File: src/hdl/dwo_pkg.sv
`default_nettype none
// ----------------------------------------------------------------------------
// dwo_pkg
// Shared types and constants of the debounced wheel odometer.
// ----------------------------------------------------------------------------
package dwo_pkg;

  localparam int CFG_IDX_BITS  = 2;
  localparam int CFG_DATA_BITS = 16;
  localparam int DEBOUNCE_BITS = 16;
  localparam int TPM_BITS      = 16;

  // register indexes of the configuration port
  localparam logic [CFG_IDX_BITS-1:0] REG_DEBOUNCE_MS     = 2'd0;
  localparam logic [CFG_IDX_BITS-1:0] REG_TICKS_PER_METER = 2'd1;
  localparam logic [CFG_IDX_BITS-1:0] REG_WHEEL_ENABLE    = 2'd2;

  localparam logic [DEBOUNCE_BITS-1:0] DEBOUNCE_RESET = 16'd100;
  localparam logic [TPM_BITS-1:0]      TPM_RESET      = 16'd20;

  typedef struct packed {
    logic [DEBOUNCE_BITS-1:0] debounce_ms;
    logic [TPM_BITS-1:0]      ticks_per_meter;
    logic                     wheel_enable;
  } cfg_t;

endpackage : dwo_pkg
`default_nettype wire

File: src/hdl/dwo_fifo.sv
`default_nettype none
// ----------------------------------------------------------------------------
// dwo_fifo
// Two-entry queue between the debounce front and the divider back.
// ----------------------------------------------------------------------------
module dwo_fifo #(
  parameter int WIDTH = 26
) (
  input  wire logic             clk,
  input  wire logic             rst,
  input  wire logic             wr_en,
  input  wire logic [WIDTH-1:0] wr_data,
  output logic                  full,
  input  wire logic             rd_en,
  output logic [WIDTH-1:0]      rd_data,
  output logic                  empty
);

  logic [WIDTH-1:0] entries [2];
  logic             wr_ptr;
  logic             rd_ptr;
  logic [1:0]       fill;

  assign full    = (fill == 2'd2);
  assign empty   = (fill == 2'd0);
  assign rd_data = entries[rd_ptr];

  always_ff @(posedge clk) begin
    if (wr_en && !full) begin
      entries[wr_ptr] <= wr_data;
    end
  end

  always_ff @(posedge clk) begin
    if (rst) begin
      wr_ptr <= 1'b0;
      rd_ptr <= 1'b0;
      fill   <= 2'd0;
    end else begin
      if (wr_en && !full) begin
        wr_ptr <= ~wr_ptr;
      end
      if (rd_en && !empty) begin
        rd_ptr <= ~rd_ptr;
      end
      case ({wr_en && !full, rd_en && !empty})
        2'b10:   fill <= fill + 2'd1;
        2'b01:   fill <= fill - 2'd1;
        default: fill <= fill;
      endcase
    end
  end

endmodule : dwo_fifo
`default_nettype wire

File: src/hdl/dwo_front.sv
`default_nettype none
// ----------------------------------------------------------------------------
// dwo_front
// Takes tick and clear requests, runs the debounce timer and the pulse count,
// and queues event, latched level and count for the distance divider.
// ----------------------------------------------------------------------------
module dwo_front
  import dwo_pkg::*;
#(
  parameter int COUNT_BITS = 24,
  parameter int TIMER_BITS = 16
) (
  input  wire logic                    clk,
  input  wire logic                    rst,
  input  wire cfg_t                    cfg,
  input  wire logic                    push,
  input  wire logic                    full,
  input  wire logic                    cmd,
  input  wire logic                    sensor_level,
  input  wire logic                    fall_edge,
  output logic                         wr_en,
  output logic [COUNT_BITS+1:0]        wr_data
);

  localparam int CMP_BITS = (TIMER_BITS > DEBOUNCE_BITS) ? TIMER_BITS : DEBOUNCE_BITS;

  logic                  low_latched, low_latched_next;
  logic                  timing_active, timing_active_next;
  logic [TIMER_BITS-1:0] elapsed_ms, elapsed_ms_next;
  logic [COUNT_BITS-1:0] count_reg, count_reg_next;
  logic                  event_next;
  logic                  accept;
  logic                  over_debounce;

  assign accept = push && !full;

  always_comb begin
    low_latched_next   = low_latched;
    timing_active_next = timing_active;
    elapsed_ms_next    = elapsed_ms;
    count_reg_next     = count_reg;
    event_next         = 1'b0;
    over_debounce      = 1'b0;
    if (cmd) begin
      count_reg_next = '0;
    end else if (cfg.wheel_enable) begin
      if (fall_edge) begin
        elapsed_ms_next    = '0;
        timing_active_next = 1'b1;
      end else if (timing_active && (elapsed_ms != '1)) begin
        elapsed_ms_next = elapsed_ms + 1'b1;
      end
      over_debounce = CMP_BITS'(elapsed_ms_next) > CMP_BITS'(cfg.debounce_ms);
      if (!low_latched) begin
        if (timing_active_next) begin
          if (sensor_level) begin
            timing_active_next = 1'b0;
            elapsed_ms_next    = '0;
          end else if (over_debounce) begin
            low_latched_next = 1'b1;
            event_next       = 1'b1;
            if (count_reg != '1) begin
              count_reg_next = count_reg + 1'b1;
            end
          end
        end
      end else if (over_debounce && sensor_level) begin
        low_latched_next   = 1'b0;
        timing_active_next = 1'b0;
        elapsed_ms_next    = '0;
      end
    end
  end

  always_ff @(posedge clk) begin
    if (rst) begin
      low_latched   <= 1'b0;
      timing_active <= 1'b0;
      elapsed_ms    <= '0;
      count_reg     <= '0;
    end else if (accept) begin
      low_latched   <= low_latched_next;
      timing_active <= timing_active_next;
      elapsed_ms    <= elapsed_ms_next;
      count_reg     <= count_reg_next;
    end
  end

  assign wr_en   = accept;
  assign wr_data = {event_next, low_latched_next, count_reg_next};

endmodule : dwo_front
`default_nettype wire

File: src/hdl/dwo_back.sv
`default_nettype none
// ----------------------------------------------------------------------------
// dwo_back
// Pulls one queued request, divides count << FRAC_BITS by ticks per meter
// one quotient bit a cycle, and holds the result until it is popped.
// ----------------------------------------------------------------------------
module dwo_back
  import dwo_pkg::*;
#(
  parameter int COUNT_BITS = 24,
  parameter int FRAC_BITS  = 16
) (
  input  wire logic                            clk,
  input  wire logic                            rst,
  input  wire cfg_t                            cfg,
  input  wire logic                            q_empty,
  input  wire logic [COUNT_BITS+1:0]           q_data,
  output logic                                 q_rd,
  output logic                                 empty,
  input  wire logic                            pop,
  output logic                                 tick_event,
  output logic                                 sensor_low,
  output logic [COUNT_BITS-1:0]                pulse_count,
  output logic [COUNT_BITS+FRAC_BITS-1:0]      distance_q16
);

  localparam int DIST_BITS = COUNT_BITS + FRAC_BITS;
  localparam int CNT_BITS  = $clog2(DIST_BITS + 1);

  localparam logic [1:0] ST_IDLE = 2'd0;
  localparam logic [1:0] ST_BUSY = 2'd1;
  localparam logic [1:0] ST_HOLD = 2'd2;

  logic [1:0]           state;
  logic [CNT_BITS-1:0]  steps;
  logic [TPM_BITS-1:0]  rem;
  logic [DIST_BITS-1:0] quo;
  logic [TPM_BITS:0]    shifted;
  logic                 ge;

  // partial remainder stays below the divisor, so 17 bits cover the shift
  assign shifted = {rem, quo[DIST_BITS-1]};
  assign ge      = shifted >= {1'b0, cfg.ticks_per_meter};

  assign q_rd         = (state == ST_IDLE) && !q_empty;
  assign empty        = (state != ST_HOLD);
  assign distance_q16 = quo;

  always_ff @(posedge clk) begin
    if (rst) begin
      state <= ST_IDLE;
      steps <= '0;
    end else begin
      case (state)
        ST_IDLE: begin
          if (!q_empty) begin
            state <= ST_BUSY;
            steps <= CNT_BITS'(DIST_BITS);
          end
        end
        ST_BUSY: begin
          steps <= steps - 1'b1;
          if (steps == CNT_BITS'(1)) begin
            state <= ST_HOLD;
          end
        end
        ST_HOLD: begin
          if (pop) begin
            state <= ST_IDLE;
          end
        end
        default: state <= ST_IDLE;
      endcase
    end
  end

  always_ff @(posedge clk) begin
    if ((state == ST_IDLE) && !q_empty) begin
      tick_event  <= q_data[COUNT_BITS+1];
      sensor_low  <= q_data[COUNT_BITS];
      pulse_count <= q_data[COUNT_BITS-1:0];
      quo         <= {q_data[COUNT_BITS-1:0], {FRAC_BITS{1'b0}}};
      rem         <= '0;
    end else if (state == ST_BUSY) begin
      // quotient bits shift in behind the numerator bits
      quo <= {quo[DIST_BITS-2:0], ge};
      rem <= ge ? TPM_BITS'(shifted - {1'b0, cfg.ticks_per_meter})
                : shifted[TPM_BITS-1:0];
    end
  end

endmodule : dwo_back
`default_nettype wire

File: src/hdl/debounced_wheel_odometer_core.sv
`default_nettype none
// ----------------------------------------------------------------------------
// debounced_wheel_odometer_core
// Debounced wheel pulse counter with distance in unsigned fixed point.
//
//   channel   handshake              payload
//   --------  ---------------------  -----------------------------------------
//   input     push / full            cmd, sensor_level, fall_edge
//   result    empty / pop            tick_event, sensor_low, pulse_count,
//                                    distance_q16
//   config    cfg_valid / cfg_ready  cfg_index, cfg_data
//
// The front takes a request whenever the queue is not full and runs debounce
// and count at once. The divider back works on one request at a time: it loads
// it, computes one quotient bit per cycle, holds the result, frees after pop.
// A two-entry queue lets the front keep taking requests while a result waits, until full.
// Synchronous reset loads register defaults and clears all control state.
// ----------------------------------------------------------------------------
module debounced_wheel_odometer_core
  import dwo_pkg::*;
#(
  parameter int COUNT_BITS = 24,
  parameter int FRAC_BITS  = 16,
  parameter int TIMER_BITS = 16
) (
  input  wire logic                          clk,
  input  wire logic                          rst,
  input  wire logic                          push,
  output logic                               full,
  input  wire logic                          cmd,
  input  wire logic                          sensor_level,
  input  wire logic                          fall_edge,
  output logic                               empty,
  input  wire logic                          pop,
  output logic                               tick_event,
  output logic                               sensor_low,
  output logic [COUNT_BITS-1:0]              pulse_count,
  output logic [COUNT_BITS+FRAC_BITS-1:0]    distance_q16,
  input  wire logic                          cfg_valid,
  output logic                               cfg_ready,
  input  wire logic [CFG_IDX_BITS-1:0]       cfg_index,
  input  wire logic [CFG_DATA_BITS-1:0]      cfg_data
);

  cfg_t                  cfg;
  logic                  q_wr;
  logic [COUNT_BITS+1:0] q_wr_data;
  logic                  q_rd;
  logic [COUNT_BITS+1:0] q_rd_data;
  logic                  q_empty;

  assign cfg_ready = 1'b1;

  always_ff @(posedge clk) begin
    if (rst) begin
      cfg.debounce_ms     <= DEBOUNCE_RESET;
      cfg.ticks_per_meter <= TPM_RESET;
      cfg.wheel_enable    <= 1'b1;
    end else if (cfg_valid && cfg_ready) begin
      case (cfg_index)
        REG_DEBOUNCE_MS:     cfg.debounce_ms     <= cfg_data;
        REG_TICKS_PER_METER: cfg.ticks_per_meter <= cfg_data;
        REG_WHEEL_ENABLE:    cfg.wheel_enable    <= cfg_data[0];
        default: ;
      endcase
    end
  end

  dwo_front #(
    .COUNT_BITS (COUNT_BITS),
    .TIMER_BITS (TIMER_BITS)
  ) u_front (
    .clk          (clk),
    .rst          (rst),
    .cfg          (cfg),
    .push         (push),
    .full         (full),
    .cmd          (cmd),
    .sensor_level (sensor_level),
    .fall_edge    (fall_edge),
    .wr_en        (q_wr),
    .wr_data      (q_wr_data)
  );

  dwo_fifo #(
    .WIDTH (COUNT_BITS + 2)
  ) u_fifo (
    .clk     (clk),
    .rst     (rst),
    .wr_en   (q_wr),
    .wr_data (q_wr_data),
    .full    (full),
    .rd_en   (q_rd),
    .rd_data (q_rd_data),
    .empty   (q_empty)
  );

  dwo_back #(
    .COUNT_BITS (COUNT_BITS),
    .FRAC_BITS  (FRAC_BITS)
  ) u_back (
    .clk          (clk),
    .rst          (rst),
    .cfg          (cfg),
    .q_empty      (q_empty),
    .q_data       (q_rd_data),
    .q_rd         (q_rd),
    .empty        (empty),
    .pop          (pop),
    .tick_event   (tick_event),
    .sensor_low   (sensor_low),
    .pulse_count  (pulse_count),
    .distance_q16 (distance_q16)
  );

endmodule : debounced_wheel_odometer_core
`default_nettype wire
File: config.mk
export PLATFORM = sky130hd
export DESIGN_NAME = debounced_wheel_odometer_core
export DESIGN_NICKNAME = d
export VERILOG_FILES = /design/src/hdl/dwo_pkg.sv /design/src/hdl/dwo_fifo.sv /design/src/hdl/dwo_front.sv /design/src/hdl/dwo_back.sv /design/src/hdl/debounced_wheel_odometer_core.sv
export SDC_FILE = /design/constraint.sdc
export NUM_CORES = 1
export LEC_CHECK = 0
export ABC_CLOCK_PERIOD_IN_PS = 4300
export BUFFER_PORTS_ARGS = -buffer_cell sky130_fd_sc_hd__buf_2
export CAP_MARGIN = 20
export CORE_MARGIN = 3
export CORE_UTILIZATION = 54
export CTS_CLUSTER_DIAMETER = 30
export DETAILED_ROUTE_END_ITERATION = 8
export MAX_ROUTING_LAYER = met4
export PLACE_DENSITY = 0.76
export SLEW_MARGIN = 15
export SYNTH_ARGS = -nofsm -noshare
export SYNTH_HDL_FRONTEND = slang
export SYNTH_SLANG_ARGS = --single-unit
File: constraint.sdc
create_clock -name clk -period 4.3 [get_ports clk]
set_input_delay 0.43 -clock clk [delete_from_list [all_inputs] [get_ports clk]]
set_output_delay 0.43 -clock clk [all_outputs]
set_load 0.01 [all_outputs]
==> results.cfg <==
[floorplanning]
rows = 51
ios = 95
die_w_um = 147.7
core-area_sq_um = 19590
die_area_sq_um = 21800
start_util = 0.5531
die_h_um = 147.7

[sta]
holdWs_ns = 0.1260
setup_slack_ns = 0.2037
setup_viol = 0
clock_skew_ns = 0.02627
timing.final.crit_period_ns = 4.096
maxSlewViolCount = 0
slew-limit-headroom = 0.3038
tightest_slew_ns = 1.040
hold_viol = 0
fmax_mhz = 244.1
period_share = 0.9526

[setup_path]
path_class = reg -> reg
crit_chain = nand4_1 > or4_4 > o21ai_2 > buf_4 > nor3_1 > xnor2_1 > nor2_1 > ha_1 > nand4_1 > a2111oi_4 > a2111oi_4 > buf_12 > nor4b_4 > buf_12 > nand3_1 > or3_1 > a21oi_1
required_ns = 4.75
cp.arrival_ns = 4.55
slowest_delay_ns = 0.53
cp_max_fo = 13
slowest_stage = or4_4
endpoint_kind = flop
crit_path_start_kind = flop

[place]
io_buffer_count = 93
placed_cell_area_sq_um = 11500
gp_congestion = 0.8690
dp_hpwl_um = 15500
pre_cts_slack_ns = 0.08089

[detailed_routing]
vias_per_cell = 5.615
wl_um = 23810
first_pass_iters = 5
drtIter0Drc = 697
detail-route-antenna-nets = 0
post_drt_wl_per_cell_um = 15.98
via_count = 8366
drc = 0

[power_and_ir_drop]
ir_drop_uv = 339.1
power_density_nw_per_um2 = 666.2
p_leak_nw = 5.015

[yosys]
synth-main-ff-cell = dfxtp_1
yosys_register_bits = 222
synthArstFlopShare = 0
synth_cell_types = 81
synth_edf_count = 102
syn_area_sq_um = 10840
synth_fp_nets = 1151
ys_seq_area_frac = 0.5044
netlist_instances = 1087
synth_warnings = 0
syn_area_per_cell_sq_um = 9.968

[cells_and_area]
largest_reg_flops = 52
synthToLayoutAreaGrowth_pct = 20.58
final_util = 0.6669
fill_cells = 1472
final_common_cell = dfxtp_1
most-common-layout-cells = dfxtp_1, nand2_1, nor2_1, edfxtp_1, buf_2
final_nets = 1255
fin_area_sq_um = 13070
layout-drive-gt1-share = 0.2131
top_register = u_fifo.entries
diodes = 0

[clock_network]
cts_tree = built
cts_sinks = 222
insertion_delay_ns = 0.54
cts_buffers = 43
clkTransAtPathRegs_ns = 0.05
htree_levels = 2
cts-root-buf = clkbuf_16
clock_path_buffers = 3

[run_status]
status = completed

[global_route]
globalRouteOverflowTotal = 0
antenna_found_initial = 0
grtUsageTotal = 0.2202
grt_pass1_vias = 7946
grt_max_degree = 74
grt_pass1_wl_um = 38910

[hold_path]
hp-class = in -> reg

[run]
maxCapViolations = 0
[where the power goes]
| group | switching (mW) | internal (mW) |
|---|---|---|
| Sequential | 0.210 | 2.80 |
| Clock | 1.11 | 2.25 |
| Combinational | 1.44 | 0.904 |
[repair_timing]
item,4_1_cts,5_1_grt
resized for setup,0,5
buffers inserted,0,6
endpoints found under the setup margin,0,43
hold buffers,0,0
[per-layer routing]
| metal | routed length [um] | vias to the layer above | GRT usage |
|---|---|---|---|
| met5 | 0 | - | - |
| met4 | 393 | 0 | 0.05545 |
| met3 | 1376 | 31 | 0.04169 |
| met2 | 11110 | 238 | 0.3453 |
| met1 | 10930 | 3986 | 0.2988 |
| li1 | - | 4111 | - |
[Yosys cell counts, types with 4 or more instances]
| library cell | n | share of area |
|---|---|---|
| dfxtp_1 | 120 | 0.22 |
| nand2_1 | 118 | 0.041 |
| nor2_1 | 110 | 0.038 |
| edfxtp_1 | 102 | 0.28 |
| a21oi_1 | 85 | 0.039 |
| o21ai_0 | 59 | 0.027 |
| inv_1 | 49 | 0.017 |
| clkbuf_1 | 41 | 0.014 |
| ha_1 | 37 | 0.043 |
| mux2_2 | 26 | 0.027 |
| xor2_1 | 26 | 0.021 |
| a22o_1 | 25 | 0.020 |
| nand3_1 | 24 | 0.011 |
| xnor2_1 | 24 | 0.019 |
| or3_1 | 23 | 0.013 |
| a31oi_1 | 19 | 0.011 |
| a22oi_1 | 15 | 0.010 |
| mux2i_1 | 15 | 0.014 |
| nand4_1 | 12 | 0.0069 |
| nor3_1 | 12 | 0.0055 |
| a21o_1 | 7 | 0.0048 |
| nor4_1 | 7 | 0.0040 |
| o21ai_1 | 7 | 0.0032 |
| nor2b_1 | 6 | 0.0035 |
| and3_1 | 5 | 0.0029 |
| buf_6 | 5 | 0.0052 |
| nand2b_1 | 5 | 0.0029 |
| o21a_1 | 5 | 0.0035 |
| or2_2 | 5 | 0.0029 |
| a211oi_1 | 4 | 0.0028 |
| and3_2 | 4 | 0.0028 |
| and4_1 | 4 | 0.0032 |
| buf_1 | 4 | 0.0014 |
| buf_2 | 4 | 0.0018 |
| clkbuf_8 | 4 | 0.0051 |
| nand3b_1 | 4 | 0.0028 |
[critical path: cells and delay by family, from the launching register on]
family | cells | cell delay, ns
simple gates | 8 | 1.77
compound gates | 4 | 0.84
buf+inv | 3 | 0.53
flops | 1 | 0.39
fa+ha+maj | 1 | 0.33
xor+xnor | 1 | 0.13
[cell type report]
class / instances / area (sq um) / share of cell area
Sequential cell: 222 / 5465 / 0.4183
Clock buffer: 57 / 1219 / 0.09328
Inverter: 49 / 183.9 / 0.01408
Multi-Input combinational cell: 755 / 4893 / 0.3745
Clock inverter: 22 / 279.0 / 0.02136
Timing Repair Buffer: 120 / 693.2 / 0.05306
Tap cell: 265 / 331.6 / 0.02538
[path summary, 6_finish.rpt]
path / start / endpoint / slack (ns) / cells after the start
min reg2reg: cfg[10] / cfg[10] / 0.45 / 2
max reg2reg: u_front.elapsed_ms[9] / u_front.count_reg[20] / 0.20 / 17
min: cfg_data[6] / cfg[23] / 0.13 / 2
max: u_front.elapsed_ms[9] / u_front.count_reg[20] / 0.20 / 17
[through the flow]
step	TNS [ns]	instances	total power, mW
6_report	0	1490	8.704
5_1_grt	-0.02561	1490	9.150
4_1_cts	0	1484	8.755
3_5_place_dp	0	1405	5.356
3_3_place_gp	0	1405	5.315
2_1_floorplan	0	1087	4.708
[cell families after synthesis]
logic type	count (synthesis)	synth area share
xor gates and xnor gates	50	0.04042
and+or+nand+nor	371	0.1723
other	1	0.0003461
buffers and inverters	110	0.04746
AOI/OAI and AO/OA	254	0.1497
muxes	41	0.04088
DFF	222	0.5044
adders and majority gates	38	0.04457
No activity file was read; power rests on OpenSTA's default activity.
